File: src/rtl/preintegration_table_engine_macros.svh
// ----------------------------------------------------------------------------
// Assertion macros for the pre-integrated transfer function table
// Concurrent property wrappers that vanish when SYNTHESIS is defined.
// ----------------------------------------------------------------------------
`ifndef PREINTEGRATION_TABLE_ENGINE_MACROS_SVH
`define PREINTEGRATION_TABLE_ENGINE_MACROS_SVH

`ifndef SYNTHESIS
// Consequent must hold in the same cycle as the antecedent.
`define PTE_ASSERT_IMP(label, clk, rst, ante, cons) \
   label: assert property (@(posedge clk) disable iff (rst) (ante) |-> (cons)) \
      else $error("property failed");
// Consequent must hold in the cycle after the antecedent.
`define PTE_ASSERT_NEXT(label, clk, rst, ante, cons) \
   label: assert property (@(posedge clk) disable iff (rst) (ante) |=> (cons)) \
      else $error("property failed");
`else
`define PTE_ASSERT_IMP(label, clk, rst, ante, cons)
`define PTE_ASSERT_NEXT(label, clk, rst, ante, cons)
`endif

`endif

File: src/rtl/pte_pkg.sv
// ----------------------------------------------------------------------------
// pte_pkg
// Types, widths, constants and the opacity threshold table of the engine.
// ----------------------------------------------------------------------------
`timescale 1ns / 1ps

package pte_pkg;

   localparam int IDX_W    = 8;
   localparam int CH_W     = 8;
   localparam int EIU_W    = 9;
   localparam int NUM_CH   = 3;
   localparam int CH_ALPHA = 3;
   localparam int INT_W    = 26;
   localparam int OPA_W    = 17;
   localparam int SUM_W    = 9;
   localparam int PROD_W   = 18;
   localparam int FRAC_W   = 8;

   // Color divide: numerator, divisor and quotient bits before saturation.
   localparam int CNUM_W   = 27;
   localparam int CDEN_W   = 18;
   localparam int COLOR_QB = 8;
   // Opacity exponent divide, x in 4.8.
   localparam int XNUM_W   = 26;
   localparam int XDEN_W   = 17;
   localparam int X_QB     = 11;
   localparam int XQ_W     = 12;

   localparam int COLOR_FULL      = 255;
   localparam int ROUND_HALF      = 127;
   localparam int COLOR_BIAS_STEP = 510;
   localparam int COLOR_DEN_STEP  = 1020;
   localparam int X_BIAS_STEP     = 255;
   localparam int X_DEN_STEP      = 510;
   localparam int X_SAT           = 2048;
   localparam int ALPHA_LEVELS    = 256;
   localparam int THR_W           = 12;

   localparam logic [EIU_W-1:0] EIU_RESET = EIU_W'(256);
   localparam logic [CH_W-1:0]  ALPHA_MSB = 8'h80;

   localparam logic [63:0] EXP_ONE     = 64'h0000_0001_0000_0000;
   localparam logic [63:0] EXP_HALF    = 64'h0000_0000_8000_0000;
   localparam logic [63:0] EXP_STEP_K  = 64'd4278222805;
   localparam logic [THR_W-1:0] THR_NONE = '1;

   localparam logic KIND_LOAD  = 1'b0;
   localparam logic KIND_QUERY = 1'b1;

   typedef logic [3:0][CH_W-1:0] rgba_type;

   typedef struct packed {
      rgba_type                       color;
      logic [NUM_CH-1:0][INT_W-1:0]   color_int;
      logic [OPA_W-1:0]               opacity_int;
   } table_word_type;

   typedef logic [ALPHA_LEVELS-1:0][THR_W-1:0] thr_table_type;

   typedef enum logic [3:0] {
      ST_IDLE,
      ST_LD_RD,
      ST_LD_MUL,
      ST_LD_WR,
      ST_Q_RDH,
      ST_Q_RDL,
      ST_Q_PREP,
      ST_Q_NUM,
      ST_Q_LAUNCH,
      ST_Q_DIV,
      ST_Q_ALPHA
   } state_type;

   // For each opacity level, the smallest x whose 1-exp(-x) rounds to at least
   // that level. Opacity never falls as x grows, so a search over levels
   // gives the same answer as walking the exponent chain.
   function automatic thr_table_type build_alpha_thr();
      thr_table_type t;
      logic [63:0]   e;
      logic [63:0]   lvl;
      int            nv;
      for (int j = 0; j < ALPHA_LEVELS; j++) begin
         t[j] = THR_NONE;
      end
      e  = EXP_ONE;
      nv = 0;
      for (int x = 0; x <= X_SAT; x++) begin
         lvl = (64'(COLOR_FULL) * (EXP_ONE - e) + EXP_HALF) >> 32;
         while ((nv < ALPHA_LEVELS) && (64'(nv) <= lvl)) begin
            t[nv] = THR_W'(x);
            nv    = nv + 1;
         end
         e = (e * EXP_STEP_K + EXP_HALF) >> 32;
      end
      return t;
   endfunction

   localparam thr_table_type ALPHA_THR = build_alpha_thr();

endpackage

File: src/rtl/pte_serial_div.sv
// ----------------------------------------------------------------------------
// pte_serial_div
// Restoring divider, one quotient bit per cycle, for numerators below
// the divisor times two to the number of quotient bits.
// ----------------------------------------------------------------------------
`timescale 1ns / 1ps

module pte_serial_div #(
   parameter int DEN_W = 18,
   parameter int QB    = 8
) (
   input  logic                  clock,
   input  logic                  reset,
   input  logic                  start,
   input  logic [DEN_W+QB-1:0]   num,
   input  logic [DEN_W-1:0]      den,
   output logic                  busy,
   output logic [QB-1:0]         quot
);
   import pte_pkg::*;

   localparam int W  = DEN_W + QB;
   localparam int CW = $clog2(QB + 1);

   logic [W-1:0]  rem_ff, rem_in;
   logic [W-1:0]  dsh_ff;
   logic [QB-1:0] quot_ff;
   logic [CW-1:0] cnt_ff;
   logic          busy_ff;
   logic          fits;

   always_comb begin
      fits   = rem_ff >= dsh_ff;
      rem_in = fits ? (rem_ff - dsh_ff) : rem_ff;
   end

   always_ff @(posedge clock) begin
      if (reset) begin
         busy_ff <= 1'b0;
         cnt_ff  <= '0;
      end else if (start) begin
         busy_ff <= 1'b1;
         cnt_ff  <= CW'(QB);
      end else if (busy_ff) begin
         cnt_ff <= cnt_ff - CW'(1);
         if (cnt_ff == CW'(1)) begin
            busy_ff <= 1'b0;
         end
      end
   end

   // The divisor starts aligned to the top quotient bit and walks down.
   always_ff @(posedge clock) begin
      if (start) begin
         rem_ff <= num;
         dsh_ff <= W'(den) << (QB - 1);
      end else if (busy_ff) begin
         rem_ff  <= rem_in;
         dsh_ff  <= dsh_ff >> 1;
         quot_ff <= {quot_ff[QB-2:0], fits};
      end
   end

   assign busy = busy_ff;
   assign quot = quot_ff;

endmodule

File: config.mk
export PLATFORM = sky130hd
export DESIGN_NAME = pte_serial_div
export DESIGN_NICKNAME = d
export VERILOG_FILES = /design/src/rtl/preintegration_table_engine_macros.svh /design/src/rtl/pte_pkg.sv /design/src/rtl/pte_serial_div.sv
export SDC_FILE = /design/constraint.sdc
export NUM_CORES = 1
export LEC_CHECK = 0
export BUFFER_PORTS_ARGS = -buffer_cell sky130_fd_sc_hd__buf_2
export CAP_MARGIN = 20
export CORE_MARGIN = 10
export CORE_UTILIZATION = 45
export DETAILED_ROUTE_END_ITERATION = 10
export HOLD_SLACK_MARGIN = 0.03
export REMOVE_ABC_BUFFERS = 1
export SYNTH_ARGS = -nofsm -noshare
export SYNTH_HDL_FRONTEND = slang
export SYNTH_SLANG_ARGS = --single-unit
File: constraint.sdc
create_clock -name clock -period 4.6 [get_ports clock]
set_input_delay 0.23 -clock clock [delete_from_list [all_inputs] [get_ports clock]]
set_output_delay 0.23 -clock clock [all_outputs]
set_load 0.005 [all_outputs]
==> results.toml <==
[cells_and_area]
final_cells = 614
antenna_cells = 0
drive_above_1_share_pct = 16.50
final_util_pct = 51.47
nets = 573
area_delta_synth_final_pct = 12.56
stdcell_area_mm2 = 0.004711

[setup_path]
cp-start-kind = "register"
r2r-end = "rem_ff[1]$_DFFE_PP_"
worstPathArrival_ns = 3.19
rr_worst_depth = 10
critPathKind = "reg -> reg"
r2r_start = "rem_ff[0]$_DFFE_PP_"
endpoint_kind = "register"
reg2reg_slack_ns = 1.44
crit_end = "rem_ff[1]$_DFFE_PP_"
cp_max_fo = 15
cp-startpoint = "rem_ff[0]$_DFFE_PP_"
cp.required_ns = 4.63

[place]
dpl.cell_count = 598
io_buffers = 55
preCtsSetupSlack_ns = 1.443
placed_area_mm2 = 0.004539
place_hpwl_um = 7627
place_congestion = 0.8569

[sta]
hold_viol = 0
tightest_slew_ns = 0.6929
rsz0062_at_grt = "false"
slew_headroom_pct = 53.71
setup_violations = 0
fmax_mhz = 316.6
fin_tns_setup_ns = 0
fin_ws_ns = 1.442
slew_violations = 0
clock_skew_ns = 0.01553
fin_crit_ns = 3.158
whs_ns = 0.1074
min_period_over_period_pct = 68.66

[clock_tree]
root_buffer = "clkbuf_8"
clockBufferDepth = 2
clk_latency_ns = 0.35
cts_resized = 0
post_cts_buffers = 0
cts_made_buffers = 9
cts_htree_levels = 3
hold_buffers = 0
clkTransAtPathRegs_ns = 0.08
cts_sinks = 64
cts_tree = "done"

[logic_synthesis]
synth-edff-count = 52
yosys.area.top_type_share_pct = 37.31
syn_inst = 450
yosysWarnings = 0
avgSynthCellArea_um2 = 9.301
ys_top_cells_by_area = "edfxtp_1, ha_1, dfxtp_1"
ys_async_sr_fraction_pct = 0
ys_seq_area_share_pct = 43.05
ys_ff_latch = 64
syn-cell-area_mm2 = 0.004185
synth_top_cell_by_area = "edfxtp_1"
ys_types = 59
synth_ff_type = "edfxtp_1"

[floorplanning]
fp.dieW_um = 116.4
core.rowCount = 35
core_mm2 = 0.009153
initial_core_util_pct = 45.73
die_height_um = 116.4
ios = 56
die_area_mm2 = 0.01356

[global_route]
grt_usage_pct = 15.65
overflow = 0
grt_pass1_wl_um = 17020
grt_pass1_vias = 3528
grt_max_degree = 43
antenna_found_initial = 0

[job]
cap_violations = 0

[drt]
firstDrtPassIters = 5
drt_wl_total_um = 10350
routedWlPerCell_um = 16.86
route.antenna.remaining_nets = 0
viasPerCell = 5.712
drc = 0
via_count = 3507
drt_iter0_drc = 219

[hold_path]
hold_class = "in -> reg"

[power]
pwr-share-clk_pct = 20.1
combPwrFrac_pct = 44.4
power.total_mw = 2.215
vdd_drop_max_mv = 0.2206
internal_power_mw = 1.335
p_seq_share_pct = 35.5
power.density_mw_per_mm2 = 470.1
net-switching-power_uw = 879.9
p_leak_nw = 1.945
switching_share_pct = 39.73

[run_status]
status = "finished, final reports clean"
## critical path: stages, from the launching register on
cell	delay, ns
edfxtp_1	0.34
inv_1	0.04
ha_1	0.21
fa_1	0.40
nand2b_1	0.19
a21oi_1	0.27
o2111ai_1	0.25
nand3_1	0.15
a31o_1	0.17
a21o_1	0.45
buf_4	0.36
## synthesized netlist by cell type, types with 6 or more instances
| cell type | count |
|---|---|
| nand3_1 | 6 |
| dfxtp_1 | 12 |
| nor2_1 | 23 |
| nand4_1 | 8 |
| o21a_1 | 7 |
| a21o_1 | 9 |
| ha_1 | 27 |
| a21oi_1 | 29 |
| nor3_1 | 11 |
| nand2_1 | 61 |
| nand2b_1 | 8 |
| a22o_1 | 9 |
| mux2i_1 | 7 |
| xnor2_1 | 11 |
| o21ai_1 | 8 |
| edfxtp_1 | 52 |
| and3_1 | 9 |
| clkbuf_1 | 15 |
| xor2_1 | 6 |
| o21ai_0 | 28 |
| inv_1 | 31 |
| a31oi_1 | 6 |
## metal layers
| layer | global-route usage, % | wire (um) |
|---|---|---|
| met4 | 5.922 | 197 |
| met2 | 24.96 | 4824 |
| met3 | 4.212 | 616 |
| met1 | 19.78 | 4710 |
| met5 | 0 | 0 |
## cell type report
class                           instances  area [um2]
Clock buffer                            9       123.9
Inverter                               31       116.4
Multi-Input combinational cell        332        2170
Fill cell                             876        4442
Timing Repair Buffer                   60       312.8
Tap cell                              111       138.9
Sequential cell                        64        1802
Clock inverter                          7       47.55
## layout by cell type (no fill, tap or decap), drive strengths merged, types with 11 or more instances in the layout
master   n
inv     32
edfxtp  52
nor2    23
o21ai   36
a21oi   29
buf     60
ha      27
nand2   61
dfxtp   12
nor3    11
xnor2   11
## sequential cells by signal (all words and copies together) (netlist names)
name	cells
quot	8
busy	1
rem_ff	26
cnt_ff	4
dsh_ff	25
## power by group through the flow
stage | Sequential, mW | Combinational [mW] | Clock (mW)
3_5_place_dp | 0.797 | 0.971 | 0
4_1_cts | 0.786 | 0.976 | 0.456
5_1_grt | 0.795 | 1.10 | 0.479
2_1_floorplan | 0.786 | 0.735 | 0
6_report | 0.786 | 0.984 | 0.445
3_3_place_gp | 0.794 | 0.963 | 0
## worst min path at each step
stage | startpoint | endpoint | slack, ns | depth (start not counted)
final | reset | cnt_ff[3]$_SDFFE_PP0P_ | 0.11 | 2
after global routing | reset | busy$_SDFF_PP0_ | 0.1 | 2
after CTS | reset | cnt_ff[3]$_SDFFE_PP0P_ | 0.09 | 2
after detailed placement | quot[4]$_DFFE_PP_ | quot[5]$_DFFE_PP_ | 0.44 | 0
after global placement | quot[1]$_DFFE_PP_ | quot[2]$_DFFE_PP_ | 0.42 | 0
after floorplan | reset | cnt_ff[3]$_SDFFE_PP0P_ | 0.30 | 1
## cell families (layout without fill, tap and decap cells)
kind of cell | count (synthesis) | after routing | share of synthesized area [%]
XOR/XNOR | 17 | 17 | 3.557
flip-flops | 64 | 64 | 43.05
multiplexers | 8 | 8 | 1.943
adder cells (fa/ha/maj) | 28 | 28 | 8.550
AO/OA/AOI/OAI | 129 | 129 | 20.33
buffers and inverters | 54 | 107 | 5.112
AND/OR/NAND/NOR | 150 | 150 | 17.46
(Power assumes the default switching activity.)
